===== src/hdl/hsn_pkg.sv =====
// ----------------------------------------------------------------------------
// hsn_pkg
// Shared types, codes and constants of the height map normal generator.
// ----------------------------------------------------------------------------
package hsn_pkg;

    localparam int MAX_WIDTH_DEF  = 256;
    localparam int MAX_HEIGHT_DEF = 256;

    localparam int MOD_STEPS = 8;
    localparam int NBR_COUNT = 8;
    localparam int SQ_STEPS  = 31;
    localparam int DIV_STEPS = 15;

    localparam int SUM_W  = 53;
    localparam int V_W    = 61;
    localparam int LEN_W  = 31;
    localparam int NUM_W  = 45;
    localparam int MAG_W  = 26;

    localparam logic [SUM_W-1:0] Z_SQUARE = 53'd4261478400;
    localparam logic [MAG_W-1:0] Z_MAG    = 26'd65280;
    localparam logic [14:0]      Q_ONE_Q  = 15'd16384;
    localparam logic [15:0]      Q_ONE    = 16'd16384;

    localparam logic FUNC_LOAD    = 1'b0;
    localparam logic FUNC_COMPUTE = 1'b1;

    localparam logic [2:0] PM_SB_TRIPLE = 3'd0;
    localparam logic [2:0] PM_TC_TRIPLE = 3'd1;
    localparam logic [2:0] PM_SB_DOUBLE = 3'd2;
    localparam logic [2:0] PM_TC_DOUBLE = 3'd3;
    localparam logic [2:0] PM_DXT5      = 3'd4;

    localparam logic [1:0] REG_BUMP_SCALE   = 2'd0;
    localparam logic [1:0] REG_PACK_MODE    = 2'd1;
    localparam logic [1:0] REG_FRAME_WIDTH  = 2'd2;
    localparam logic [1:0] REG_FRAME_HEIGHT = 2'd3;

    // neighbour order of the read sweep
    localparam logic [2:0] NB_UL = 3'd0;
    localparam logic [2:0] NB_U  = 3'd1;
    localparam logic [2:0] NB_UR = 3'd2;
    localparam logic [2:0] NB_L  = 3'd3;
    localparam logic [2:0] NB_R  = 3'd4;
    localparam logic [2:0] NB_DL = 3'd5;
    localparam logic [2:0] NB_D  = 3'd6;
    localparam logic [2:0] NB_DR = 3'd7;

    typedef enum logic [3:0] {
        S_IDLE, S_MOD, S_NBR, S_READ, S_VX, S_VY, S_SQX, S_SQY,
        S_SUM, S_SQRT, S_DINIT, S_DIV, S_PACK
    } t_state;

    typedef enum logic [3:0] {
        OP_NONE, OP_LOAD, OP_START, OP_MOD, OP_NBR, OP_READ, OP_RLAST, OP_VX,
        OP_VY, OP_SQX, OP_SQY, OP_SUM, OP_SQRT, OP_DINIT, OP_DIV, OP_PACK
    } t_op;

    typedef struct packed {
        t_op        op;
        logic [2:0] nbr;
    } t_cmd;

    typedef struct packed {
        logic out_busy;
    } t_stat;

    function automatic logic [15:0] sbias(input logic signed [15:0] n);
        logic signed [16:0] t;
        t = 17'(n) + 17'sd16385;
        return 16'(t >>> 1);
    endfunction

endpackage


===== src/hdl/hsn_ctrl.sv =====
// ----------------------------------------------------------------------------
// hsn_ctrl
// Sequencer: steps the datapath through wrap, reads, gradient, root, divide and pack.
// ----------------------------------------------------------------------------
module hsn_ctrl (
    input  logic          i_clk,
    input  logic          i_rst_n,
    input  logic          i_in_valid,
    input  logic          i_in_func,
    output logic          o_in_ready,
    input  hsn_pkg::t_stat i_stat,
    output hsn_pkg::t_cmd  o_cmd
);
    import hsn_pkg::*;

    t_state     r_state, n_state;
    logic [4:0] r_cnt, n_cnt;

    always_ff @(posedge i_clk) begin
        if (!i_rst_n) begin
            r_state <= S_IDLE;
            r_cnt   <= '0;
        end else begin
            r_state <= n_state;
            r_cnt   <= n_cnt;
        end
    end

    always_comb begin
        n_state = r_state;
        unique case (r_state)
            S_IDLE: begin
                if (i_in_valid && i_in_func == FUNC_COMPUTE) n_state = S_MOD;
            end
            S_MOD:   if (r_cnt == 5'(MOD_STEPS - 1)) n_state = S_NBR;
            S_NBR:   n_state = S_READ;
            S_READ:  if (r_cnt == 5'(NBR_COUNT)) n_state = S_VX;
            S_VX:    n_state = S_VY;
            S_VY:    n_state = S_SQX;
            S_SQX:   n_state = S_SQY;
            S_SQY:   n_state = S_SUM;
            S_SUM:   n_state = S_SQRT;
            S_SQRT:  if (r_cnt == 5'(SQ_STEPS - 1)) n_state = S_DINIT;
            S_DINIT: n_state = S_DIV;
            S_DIV:   if (r_cnt == 5'(DIV_STEPS - 1)) n_state = S_PACK;
            S_PACK:  if (!i_stat.out_busy) n_state = S_IDLE;
            default: n_state = S_IDLE;
        endcase
        n_cnt = (n_state != r_state) ? 5'd0 : r_cnt + 5'd1;
    end

    always_comb begin
        o_cmd.op   = OP_NONE;
        o_cmd.nbr  = r_cnt[2:0];
        o_in_ready = 1'b0;
        unique case (r_state)
            S_IDLE: begin
                o_in_ready = 1'b1;
                if (i_in_valid) begin
                    o_cmd.op = (i_in_func == FUNC_COMPUTE) ? OP_START : OP_LOAD;
                end
            end
            S_MOD:   o_cmd.op = OP_MOD;
            S_NBR:   o_cmd.op = OP_NBR;
            S_READ:  o_cmd.op = (r_cnt == 5'(NBR_COUNT)) ? OP_RLAST : OP_READ;
            S_VX:    o_cmd.op = OP_VX;
            S_VY:    o_cmd.op = OP_VY;
            S_SQX:   o_cmd.op = OP_SQX;
            S_SQY:   o_cmd.op = OP_SQY;
            S_SUM:   o_cmd.op = OP_SUM;
            S_SQRT:  o_cmd.op = OP_SQRT;
            S_DINIT: o_cmd.op = OP_DINIT;
            S_DIV:   o_cmd.op = OP_DIV;
            S_PACK:  o_cmd.op = i_stat.out_busy ? OP_NONE : OP_PACK;
            default: o_cmd.op = OP_NONE;
        endcase
    end

`ifndef ASSERT_OFF
    a_pack_free: assert property (@(posedge i_clk) disable iff (!i_rst_n)
        o_cmd.op == OP_PACK |-> !i_stat.out_busy)
        else $error("result written over a waiting beat");
    a_sqrt_len: assert property (@(posedge i_clk) disable iff (!i_rst_n)
        (r_state == S_SQRT && r_cnt == 5'(SQ_STEPS - 1)) |=> r_state == S_DINIT)
        else $error("root sweep length wrong");
    a_div_len: assert property (@(posedge i_clk) disable iff (!i_rst_n)
        r_state == S_DIV |-> r_cnt < 5'(DIV_STEPS))
        else $error("divide sweep overrun");
    a_busy_noready: assert property (@(posedge i_clk) disable iff (!i_rst_n)
        (r_state != S_IDLE) |-> !o_in_ready)
        else $error("input taken mid compute");
`endif

endmodule


===== config.mk =====
export PLATFORM = sky130hd
export DESIGN_NAME = hsn_ctrl
export DESIGN_NICKNAME = d
export VERILOG_FILES = /design/src/hdl/hsn_pkg.sv /design/src/hdl/hsn_ctrl.sv
export SDC_FILE = /design/constraint.sdc
export NUM_CORES = 1
export LEC_CHECK = 0
export BUFFER_PORTS_ARGS = -buffer_cell sky130_fd_sc_hd__buf_4
export CAP_MARGIN = 20
export CORE_MARGIN = 3
export CORE_UTILIZATION = 45
export DETAILED_ROUTE_END_ITERATION = 8
export HOLD_SLACK_MARGIN = 0.02
export PLACE_DENSITY = 0.71
export SLEW_MARGIN = 15
export SYNTH_ARGS = -nofsm -noshare
export SYNTH_HDL_FRONTEND = slang
export SYNTH_SLANG_ARGS = --single-unit

===== constraint.sdc =====
create_clock -name i_clk -period 2.6 [get_ports i_clk]
set_clock_uncertainty 0.15 [all_clocks]
set_input_delay 0.39 -clock i_clk [delete_from_list [all_inputs] [get_ports i_clk]]
set_output_delay 0.39 -clock i_clk [all_outputs]
set_load 0.02 [all_outputs]

==> summary.txt, run 1 <==
Global routing
  – Met2 usage: 20.6%
  – Overall global routing resource usage: 15.2%
  – GRT met1 Usage: 23.5%
  – Busiest grt layer: met1
  – Initial antenna violation count: 0
  – Routing usage on met3: 3.37%
  – GRT overflow: 0
  – Vias in the first global route: 641
  – First-pass GRT wire length: 2930 microns
  – Largest net degree at the start of global routing: 20

Logic synthesis
  – Asr flop ratio synth: 0%
  – Most frequent cell after synthesis: dfxtp_1
  – Main area contributors after synthesis: dfxtp_1 (22%), ha_1 (4.6%), buf_6 (4.2%)
  – Cell Area, Synth: 808 sq um
  – Seq/Total Area, Yosys: 22.3%
  – Synth top area share: 22.3%
  – Synth Flop Type: dfxtp_1
  – Avg Inst Size Synth: 8.08 sq um
  – Post-Syn Instances: 100
  – Ys Warns: 0
  – Post-synth EDFFs: 0
  – Top post-synthesis cells by count: dfxtp_1 (9), nand2_1 (8), a21oi_1 (5), nand3_1 (5), o21ai_0 (5)
  – FF+latch count, synth: 9
  – Area leader, netlist: dfxtp_1
  – Distinct cells, synth: 46
  – Synth Net Count: 108

Place
  – Final Wtd Congestion: 0.836
  – Post-DP HPWL: 1230 microns
  – Port bufs: 12

STA
  – Max-slew headroom at the worst pin: 57.2%
  – Worst slew pin tran: 0.642 ns
  – Max Freq: 438 MHz
  – Unrepaired setup endpoints after global routing: no
  – Final hold vios: 0
  – Final setup vio count: 0
  – Max-slew violations: 0
  – TNS Setup: 0 ns
  – Crit path time final: 2.28 ns
  – Fin crit share: 87.7%

Worst setup path
  – Critical path endpoint category: output port
  – WP data arrival: 1.74 ns
  – CP max-delay cell: dfxtp_1
  – Crit path max fanout: 5
  – Worst setup SP type: flip-flop
  – Crit-path cells: inv_1 -> ha_1 -> and3b_1 -> a2111oi_2 -> a31o_1 -> buf_4
  – CP Buf/Inv Count: 2
  – CP delay by family, top: compound AO/OA/AOI/OAI gates
  – Slowest cell delay on critical path: 0.40 ns
  – Req. time, crit path: 2.06 ns
  – CP Class: flip-flop to output port

Drt
  – Pre-antenna DRT Iters: 4
  – Vias: 721
  – Drt total wl: 1690 microns
  – Starting DRC count in detailed routing: 22
  – Via density: 5.55
  – # DRC: 0
  – Post-DRT Antenna Nets: 0
  – Routed len/inst: 13.0 microns

Job
  – Max Cap Viol: 0

Clocking
  – Clk slew on worst S/H paths: 0.07 ns
  – Post-CTS sizing: 0
  – CTS tree: built
  – # H-tree levels: 1
  – CTS buffer count: 3
  – CTS max path bufs: 2
  – CTS root buf: clkbuf_4
  – Post-CTS setup repair buffer count: 0
  – Worst skew pair latency: 0.26 ns
  – # hold bufs at CTS: 0
  – Clock Sinks: 9

Power
  – Clock network fraction of design power: 32.6%
  – Combinational share of power: 22.6%
  – Leak: 0.335 nW
  – Pwr Total: 0.338 mW
  – PD cells: 382 nW/um^2
  – Net Sw Frac: 29.5%
  – Maximum VDD drop: 0.000355 V
  – Internal power: 0.238 mW
  – Net Switching: 0.0997 mW
  – Sequential share of power: 44.9%

Cells and area
  – Net count, final: 115
  – Layout cell share with drive strength beyond 1: 22.6%
  – P&R area growth vs syn: 9.44%
  – N_diodes: 0
  – Fin util: 55.5%

Floorplanning
  – Core Area: 1590 sq um
  – Initial core utilization: 50.7%
  – Rows: 14
  – Die H: 48.4 microns
  – IO Pins: 13
  – Die width: 48.4 microns
  – Die area: 2340 sq um

Run status
  – Outcome: complete, no violations

Hold path
  – Worst hold-check path type: primary input to flip-flop
-- cells by family (layout without fill, tap and decap cells) --
logic type / count (synthesis) / count (layout) / synth area share [%]
DFF: 9 / 9 / 22.3
and+or+nand+nor: 38 / 38 / 28.8
buffers and inverters: 15 / 21 / 11.5
adders and majority gates: 3 / 3 / 4.64
xor gates and xnor gates: 3 / 3 / 3.25
muxes: 1 / 1 / 1.24
AOI/OAI and AO/OA: 31 / 31 / 28.3
-- through the flow --
stage / hold WS (ns) / setup slack [ns] / cells / area [sq um]
floorplan: 0.324 / 0.672 / 100 / 808
global placement: 0.341 / 0.587 / 126 / 858
detailed placement: 0.358 / 0.575 / 126 / 858
CTS: 0.237 / 0.288 / 130 / 885
global route: 0.237 / 0.161 / 130 / 885
finish: 0.243 / 0.319 / 130 / 885
-- power by group through the flow --
stage / Combinational [mW] / Sequential (mW) / Clock, mW
floorplan: 0.0588 / 0.150 / 0
global placement: 0.0749 / 0.154 / 0
detailed placement: 0.0771 / 0.155 / 0
CTS: 0.0772 / 0.152 / 0.114
global route: 0.0837 / 0.153 / 0.122
finish: 0.0762 / 0.152 / 0.110
-- final cells by class --
cell class,instances,area (sq um)
Fill cell,157,709
Inverter,4,15.0
Timing Repair Buffer,13,97.6
Tap cell,24,30.0
Clock buffer,4,26.3
Sequential cell,9,180
Multi-Input combinational cell,76,536
-- layer usage --
layer	up-vias	share of wire, %
met2	13	43
met1	326	52
li1	380	-
met5	-	0
met3	2	4.3
met4	0	0.59
-- path summary, 6_finish.rpt --
check	from	endpoint	slack (ns)	cells after the start
max	r_cnt[0]$_SDFF_PP0_	o_cmd[3]	0.32	6
max reg2reg	r_state[3]$_SDFF_PN0_	r_cnt[2]$_SDFF_PP0_	0.63	4
min reg2reg	r_cnt[0]$_SDFF_PP0_	r_cnt[0]$_SDFF_PP0_	0.37	1
min	i_rst_n	r_state[0]$_SDFF_PN0_	0.24	3
-- registers in the layout (all words and copies together) (netlist names) --
signal	flops
r_cnt	5
r_state	4
-- tightest hold or removal path, stage by stage --
cell and delay [ns]:
buf_4 0.13, nand2_1 0.06, a21oi_1 0.03
-- layout by cell type (no fill, tap or decap), drive strengths merged, types with 2 or more instances in the layout --
cell,netlist,layout
buf,8,13
dfxtp,9,9
nand2,8,8
o21ai,6,6
nand3,6,6
a21oi,5,5
nor2,4,4
nor3,4,4
inv,4,4
clkbuf,3,4
o211ai,3,3
nor2b,3,3
a21boi,3,3
ha,3,3
nand2b,2,2
nor3b,2,2
a21o,2,2
xor2,2,2
a2111oi,2,2
(Power assumes the default switching activity.)
==> inputs of run 2 (changes only) <==
--- a/config.mk
+++ b/config.mk
@@ -5,6 +5,7 @@
 export SDC_FILE = /design/constraint.sdc
 export NUM_CORES = 1
 export LEC_CHECK = 0
+export ABC_AREA = 1
 export BUFFER_PORTS_ARGS = -buffer_cell sky130_fd_sc_hd__buf_4
 export CAP_MARGIN = 20
 export CORE_MARGIN = 3
@@ -16,3 +17,4 @@
 export SYNTH_ARGS = -nofsm -noshare
 export SYNTH_HDL_FRONTEND = slang
 export SYNTH_SLANG_ARGS = --single-unit
+export TNS_END_PERCENT = 1
==> summary.txt, run 2 <==
STA
  – Fin crit share: 84.4% (was 87.7%)
  – Worst slew pin tran: 0.394 ns (was 0.642 ns)
  – TNS Setup: 0 ns (unchanged)
  – Max-slew violations: 0 (unchanged)
  – Crit path time final: 2.20 ns (was 2.28 ns)
  – Max Freq: 456 MHz (was 438 MHz)
  – Final hold vios: 0 (unchanged)
  – Unrepaired setup endpoints after global routing: no (unchanged)
  – Final setup vio count: 0 (unchanged)
  – Max-slew headroom at the worst pin: 73.7% (was 57.2%)

Logic synthesis
  – Main area contributors after synthesis: dfxtp_1 (21%), nand2_1 (15%), nor2_2 (8.2%) (was dfxtp_1 (22%), ha_1 (4.6%), buf_6 (4.2%))
  – Most frequent cell after synthesis: nand2_1 (was dfxtp_1)
  – Asr flop ratio synth: 0% (unchanged)
  – Cell Area, Synth: 840 sq um (was 808 sq um)
  – Top post-synthesis cells by count: nand2_1 (34), inv_1 (16), nor2_1 (14) (was dfxtp_1 (9), nand2_1 (8), a21oi_1 (5), nand3_1 (5), o21ai_0 (5))
  – FF+latch count, synth: 9 (unchanged)
  – Synth top area share: 21.5% (was 22.3%)
  – Post-Syn Instances: 135 (was 100)
  – Synth Flop Type: dfxtp_1 (unchanged)
  – Area leader, netlist: dfxtp_1 (unchanged)
  – Ys Warns: 0 (unchanged)
  – Post-synth EDFFs: 0 (unchanged)
  – Distinct cells, synth: 26 (was 46)
  – Synth Net Count: 143 (was 108)
  – Seq/Total Area, Yosys: 21.5% (was 22.3%)
  – Avg Inst Size Synth: 6.22 sq um (was 8.08 sq um)

Floorplanning
  – Rows: 14 (unchanged)
  – Core Area: 1630 sq um (was 1590 sq um)
  – Die area: 2420 sq um (was 2340 sq um)
  – Initial core utilization: 51.5% (was 50.7%)
  – IO Pins: 13 (unchanged)
  – Die width: 49.2 microns (was 48.4 microns)
  – Die H: 49.2 microns (was 48.4 microns)

Clocking
  – # H-tree levels: 1 (unchanged)
  – CTS buffer count: 3 (unchanged)
  – CTS max path bufs: 2 (unchanged)
  – Worst skew pair latency: 0.27 ns (was 0.26 ns)
  – Post-CTS sizing: 0 (unchanged)
  – Clk slew on worst S/H paths: 0.06 ns (was 0.07 ns)
  – CTS tree: built (unchanged)
  – Post-CTS setup repair buffer count: 0 (unchanged)
  – Clock Sinks: 9 (unchanged)
  – CTS root buf: clkbuf_4 (unchanged)
  – # hold bufs at CTS: 0 (unchanged)

Hold path
  – Worst hold-check path type: primary input to flip-flop (unchanged)
  – Hold path depth: 3 (unchanged)

Cells and area
  – Max FFs per register: 5 (unchanged)
  – Largest regs: r_cnt: 5 flops, r_state: 4 flops (unchanged)
  – Largest Register: r_cnt (unchanged)
  – P&R area growth vs syn: 13.6% (was 9.44%)
  – N_diodes: 0 (unchanged)
  – Most frequent cells in the layout: nand2_1 (34), inv_1 (16), nor2_1 (14), buf_4 (12), nor2_2 (11) (was buf_4 (13), dfxtp_1 (9), nand2_1 (8))
  – Commonest non-fill, non-tap cell in the layout: nand2_1 (was buf_4)
  – Layout cell share with drive strength beyond 1: 27.4% (was 22.6%)
  – Net count, final: 155 (was 115)
  – Cell area after layout: 953 sq um (was 885 sq um)

Global routing
  – Overall global routing resource usage: 16.8% (was 15.2%)
  – Initial antenna violation count: 0 (unchanged)
  – Largest net degree at the start of global routing: 9 (was 20)
  – First-pass GRT wire length: 3150 microns (was 2930 microns)
  – GRT overflow: 0 (unchanged)
  – Vias in the first global route: 746 (was 641)

Drt
  – Via density: 5.03 (was 5.55)
  – Pre-antenna DRT Iters: 4 (unchanged)
  – Routed len/inst: 10.5 microns (was 13.0 microns)
  – # DRC: 0 (unchanged)
  – Vias: 855 (was 721)
  – Post-DRT Antenna Nets: 0 (unchanged)
  – Drt total wl: 1790 microns (was 1690 microns)
  – Starting DRC count in detailed routing: 41 (was 22)

Place
  – Placed Area: 927 sq um (was 858 sq um)
  – Post-DP HPWL: 1490 microns (was 1230 microns)
  – Port bufs: 12 (unchanged)
  – Final Wtd Congestion: 0.926 (was 0.836)

Worst setup path
  – Crit-path cells: inv_1 -> ha_1 -> nand2_1 -> inv_1 -> nand2_1 -> nand2_2 -> nand2_2 -> nor3_1 -> o211ai_1 -> buf_4 (was inv_1 -> ha_1 -> and3b_1 -> a2111oi_2 -> a31o_1 -> buf_4)
  – CP delay by family, top: simple AND/OR/NAND/NOR gates (was compound AO/OA/AOI/OAI gates)
  – WP data arrival: 1.66 ns (was 1.74 ns)
  – CP Class: flip-flop to output port (unchanged)
  – Req. time, crit path: 2.06 ns (about the same)
  – Crit path depth: 10 (was 6)
  – Reg2Reg Depth: 11 (was 4)
  – Critical path endpoint category: output port (unchanged)
  – CP Buf/Inv Count: 3 (was 2)
  – Slowest cell delay on critical path: 0.35 ns (was 0.40 ns)
  – Worst setup SP type: flip-flop (unchanged)
  – Crit path max fanout: 5 (unchanged)
  – CP max-delay cell: dfxtp_1 (unchanged)

Run status
  – Outcome: complete, no violations (unchanged)

Power
  – PD cells: 358 nW/um^2 (was 382 nW/um^2)
  – Maximum VDD drop: 0.000261 V (was 0.000355 V)
  – Leak: 0.487 nW (was 0.335 nW)

Job
  – Max Cap Viol: 0 (unchanged)
## run 2: cell count changes after synthesis, sizes merged, moves of 3 or more
cell | previous run | this run
buf | 8 | 4
o21ai | 6 | 0
nand3 | 6 | 10
inv | 4 | 20
nand2 | 8 | 40
a21boi | 3 | 0
nor2b | 3 | 0
nor2 | 4 | 28
## run 2: final cells by class
class / count / area (sq um)
clock buffers: 4 / 26.3
fillers: 178 / 676
inverters: 20 / 75.1
multi-input cells: 101 / 552
flip-flops and latches: 9 / 180
well taps: 24 / 30.0
repair buffers: 12 / 90.1
## run 2: path summary, 6_finish.rpt
path                            start                     to  slack (ns)
setup / recovery  r_cnt[0]$_SDFF_PP0_               o_cmd[3]        0.40
hold / removal                i_rst_n  r_state[2]$_SDFF_PN0_        0.17
setup reg to reg  r_cnt[0]$_SDFF_PP0_    r_cnt[4]$_SDFF_PP0_        0.84
hold reg to reg   r_cnt[0]$_SDFF_PP0_    r_cnt[0]$_SDFF_PP0_        0.34
## run 2: metal layers
metal	share of wire (%)	vias to the layer above	GRT usage, %
li1	-	450	-
met1	49	372	23.6
met2	41	29	23.2
met3	7.7	4	4.89
met4	1.7	0	7.11
met5	0	-	0
## run 2: stage by stage
stage / std cells / hold WS (ns) / utilization [%] / setup WS [ns] / power, mW
2_1_floorplan: 135 / 0.301 / - / 0.855 / 0.210
3_3_place_gp: 166 / 0.320 / 56.9 / 0.725 / 0.230
3_5_place_dp: 166 / 0.327 / 56.9 / 0.700 / 0.231
4_1_cts: 170 / 0.162 / 58.5 / 0.400 / 0.345
5_1_grt: 170 / 0.188 / 58.5 / 0.253 / 0.365
6_report: 170 / 0.171 / 58.5 / 0.405 / 0.341
## run 2: logic make-up after synthesis
logic type / Yosys count / share of synthesized area [%]
xor gates and xnor gates: 3 / 3.13
buffers and inverters: 25 / 12.8
and+or+nand+nor: 85 / 50.2
AOI/OAI and AO/OA: 10 / 7.90
DFF: 9 / 21.5
adders and majority gates: 3 / 4.47
## run 2: power breakdown
part,total [mW],internal (mW),switching [mW],leakage [nW]
clock,0.113,0.0594,0.0538,0.0150
combinational,0.0773,0.0317,0.0456,0.399
sequential,0.150,0.143,0.00715,0.0731
## run 2: worst register-to-register path: stages, from the launching register on
cell and delay, ns:
dfxtp_1 0.41, inv_1 0.09, ha_1 0.24, nand4_1 0.13
nand2_1 0.08, nand2_1 0.09, inv_2 0.05, nand3_2 0.08
nand2_1 0.07, nor2_2 0.14, nand2_4 0.10, nor2_2 0.08
==> inputs of run 3 (changes only) <==
--- a/config.mk
+++ b/config.mk
@@ -5,7 +5,7 @@
 export SDC_FILE = /design/constraint.sdc
 export NUM_CORES = 1
 export LEC_CHECK = 0
-export ABC_AREA = 1
+export ABC_AREA = 0
 export BUFFER_PORTS_ARGS = -buffer_cell sky130_fd_sc_hd__buf_4
 export CAP_MARGIN = 20
 export CORE_MARGIN = 3
==> constraint.sdc (replaced) <==
create_clock -name i_clk -period 2.25 [get_ports i_clk]
set_clock_uncertainty 0.15 [all_clocks]
set_input_delay 0.3375 -clock i_clk [delete_from_list [all_inputs] [get_ports i_clk]]
set_output_delay 0.3375 -clock i_clk [all_outputs]
set_load 0.02 [all_outputs]
==> summary.txt, run 3 (synthesis gave the netlist of run 1 again) <==
Cells and area
  – Most frequent cells in the layout: buf_4 (15), nand2_1 (8) (was nand2_1 (34), inv_1 (16), nor2_1 (14), buf_4 (12), nor2_2 (11))
  – Layout cell share with drive strength beyond 1: 28.7% (was 27.4%)
  – Non-filler instance count after layout: 132 (was 170)
  – Cell area after layout: 910 sq um (was 953 sq um)
  – Max FFs per register: 5 (unchanged)
  – Largest regs: r_cnt: 5 flops, r_state: 4 flops (unchanged)
  – Fin util: 57.1% (was 58.5%)
  – Largest Register: r_cnt (unchanged)
  – P&R area growth vs syn: 12.5% (was 13.6%)
  – Commonest non-fill, non-tap cell in the layout: buf_4 (was nand2_1)
  – N_diodes: 0 (unchanged)
  – # fillers: 153 (was 178)
  – Net count, final: 117 (was 155)

Clocking
  – CTS buffer count: 3 (unchanged)
  – CTS tree: built (unchanged)
  – Clock Sinks: 9 (unchanged)
  – # hold bufs at CTS: 0 (unchanged)
  – Worst skew pair latency: 0.26 ns (was 0.27 ns)
  – CTS root buf: clkbuf_4 (unchanged)
  – Clk slew on worst S/H paths: 0.06 ns (about the same)
  – CTS max path bufs: 2 (unchanged)
  – # H-tree levels: 1 (unchanged)

Power
  – PD cells: 430 nW/um^2 (was 358 nW/um^2)
  – Leak: 0.348 nW (was 0.487 nW)
  – Pwr Total: 0.391 mW (was 0.341 mW)
  – Maximum VDD drop: 0.000342 V (was 0.000261 V)

Drt
  – # DRC: 0 (unchanged)
  – Pre-antenna DRT Iters: 6 (was 4)
  – Via density: 5.70 (was 5.03)
  – Drt total wl: 1890 microns (was 1790 microns)
  – Starting DRC count in detailed routing: 21 (was 41)
  – Vias: 753 (was 855)
  – Post-DRT Antenna Nets: 0 (unchanged)
  – Routed len/inst: 14.3 microns (was 10.5 microns)

Global routing
  – Busiest grt layer: met2 (was met1)
  – Largest net degree at the start of global routing: 19 (was 9)
  – GRT overflow: 0 (unchanged)
  – Overall global routing resource usage: 16.0% (was 16.8%)
  – First-pass GRT wire length: 3060 microns (was 3150 microns)
  – Met2 usage: 26.6% (was 23.2%)
  – GRT met1 Usage: 21.1% (was 23.6%)
  – Initial antenna violation count: 0 (unchanged)
  – Vias in the first global route: 684 (was 746)
  – Routing usage on met3: 3.68% (was 4.89%)

STA
  – TNS Setup: 0 ns (unchanged)
  – Unrepaired setup endpoints after global routing: no (unchanged)
  – Max Freq: 465 MHz
  – Min Hold Slack: 0.198 ns (was 0.171 ns)
  – Max-slew headroom at the worst pin: 67.0% (was 73.7%)
  – Crit path time final: 2.15 ns
  – Worst slew pin tran: 0.494 ns (was 0.394 ns)
  – Min setup slack post-route: 0.102 ns (was 0.405 ns)
  – Fin crit share: 95.5%
  – Max-slew violations: 0 (unchanged)
  – Final hold vios: 0 (unchanged)
  – Final setup vio count: 0 (unchanged)

Place
  – Port bufs: 12 (unchanged)
  – Post-DP HPWL: 1370 microns (was 1490 microns)
  – Pre-CTS WS: 0.254 ns (was 0.700 ns)
  – Placed Area: 873 sq um (was 927 sq um)
  – Final Wtd Congestion: 0.849 (was 0.926)
  – Post-Place Cells: 128 (was 166)

Worst setup path
  – CP Class: flip-flop to output port (unchanged)
  – Req. time, crit path: 1.76 ns (was 2.06 ns)
  – Worst setup SP type: flip-flop (unchanged)
  – Crit-path cells: nor2b_2 -> and3b_1 -> o311ai_1 -> mux2i_1 -> buf_4 (was inv_1 -> ha_1 -> nand2_1 -> inv_1 -> nand2_1 -> nand2_2 -> nand2_2 -> nor3_1 -> o211ai_1 -> buf_4)
  – Crit path max fanout: 6 (was 5)
  – CP delay by family, top: simple AND/OR/NAND/NOR gates (unchanged)
  – CP max-delay cell: dfxtp_1 (unchanged)
  – Critical path endpoint category: output port (unchanged)
  – CP Buf/Inv Count: 1 (was 3)
  – Slowest cell delay on critical path: 0.45 ns (was 0.35 ns)
  – WP data arrival: 1.66 ns (about the same)

Floorplanning
  – Die H: 48.4 microns (was 49.2 microns)
  – Initial core utilization: 50.7% (was 51.5%)
  – Rows: 14 (unchanged)
  – IO Pins: 13 (unchanged)
  – Die area: 2340 sq um (was 2420 sq um)
  – Core Area: 1590 sq um (was 1630 sq um)
  – Die width: 48.4 microns (was 49.2 microns)

Run status
  – Outcome: complete, no violations (unchanged)

Hold path
  – Worst hold-check path type: primary input to flip-flop (unchanged)

Job
  – Max Cap Viol: 0 (unchanged)
==> run 3: final timing paths <==
| path | slack [ns] | start | cells past startpoint | endpoint |
|---|---|---|---|---|
| setup / recovery | 0.10 | r_cnt[3]$_SDFF_PP0_ | 5 | o_cmd[4] |
| hold reg to reg | 0.31 | r_cnt[0]$_SDFF_PP0_ | 1 | r_cnt[0]$_SDFF_PP0_ |
| hold / removal | 0.20 | i_rst_n | 3 | r_state[0]$_SDFF_PN0_ |
| setup reg to reg | 0.49 | r_state[3]$_SDFF_PN0_ | 5 | r_cnt[3]$_SDFF_PP0_ |
==> run 3: layer usage <==
metal / part of all wire, % / routed length, microns / up-vias
li1: - / - / 386
met1: 48 / 916 / 353
met2: 48 / 916 / 14
met3: 3.1 / 59 / 0
met4: 0 / 0 / 0
met5: 0 / 0 / -
==> run 3: worst register-to-register path, delay by kind of cell, from the launching register on <==
kind	cells	cell delay, ns
AOI/OAI and AO/OA	2	0.52
buffers and inverters	1	0.21
DFF	1	0.35
and+or+nand+nor	2	0.42
==> run 3: power breakdown <==
group,internal (mW),total [mW],switching (mW)
Clock,0.0683,0.125,0.0571
Sequential,0.166,0.176,0.00980
Combinational,0.0426,0.0902,0.0476
Total,0.277,0.391,0.114
==> run 3: layout make-up <==
class,count,area (sq um),share of cell area [%]
multi-input cells,76,538,59.1
inverters,4,15.0,1.65
repair buffers,15,113,12.4
clock buffers,4,26.3,2.89
flip-flops and latches,9,188,20.6
well taps,24,30.0,3.30
==> run 3: repair_timing <==
action,in CTS,in global routing
resized for setup,1,5
cloned,0,0
endpoints found under the setup margin,1,2
hold endpoints to repair,0,0
pin swaps,0,1
buffers inserted,0,0
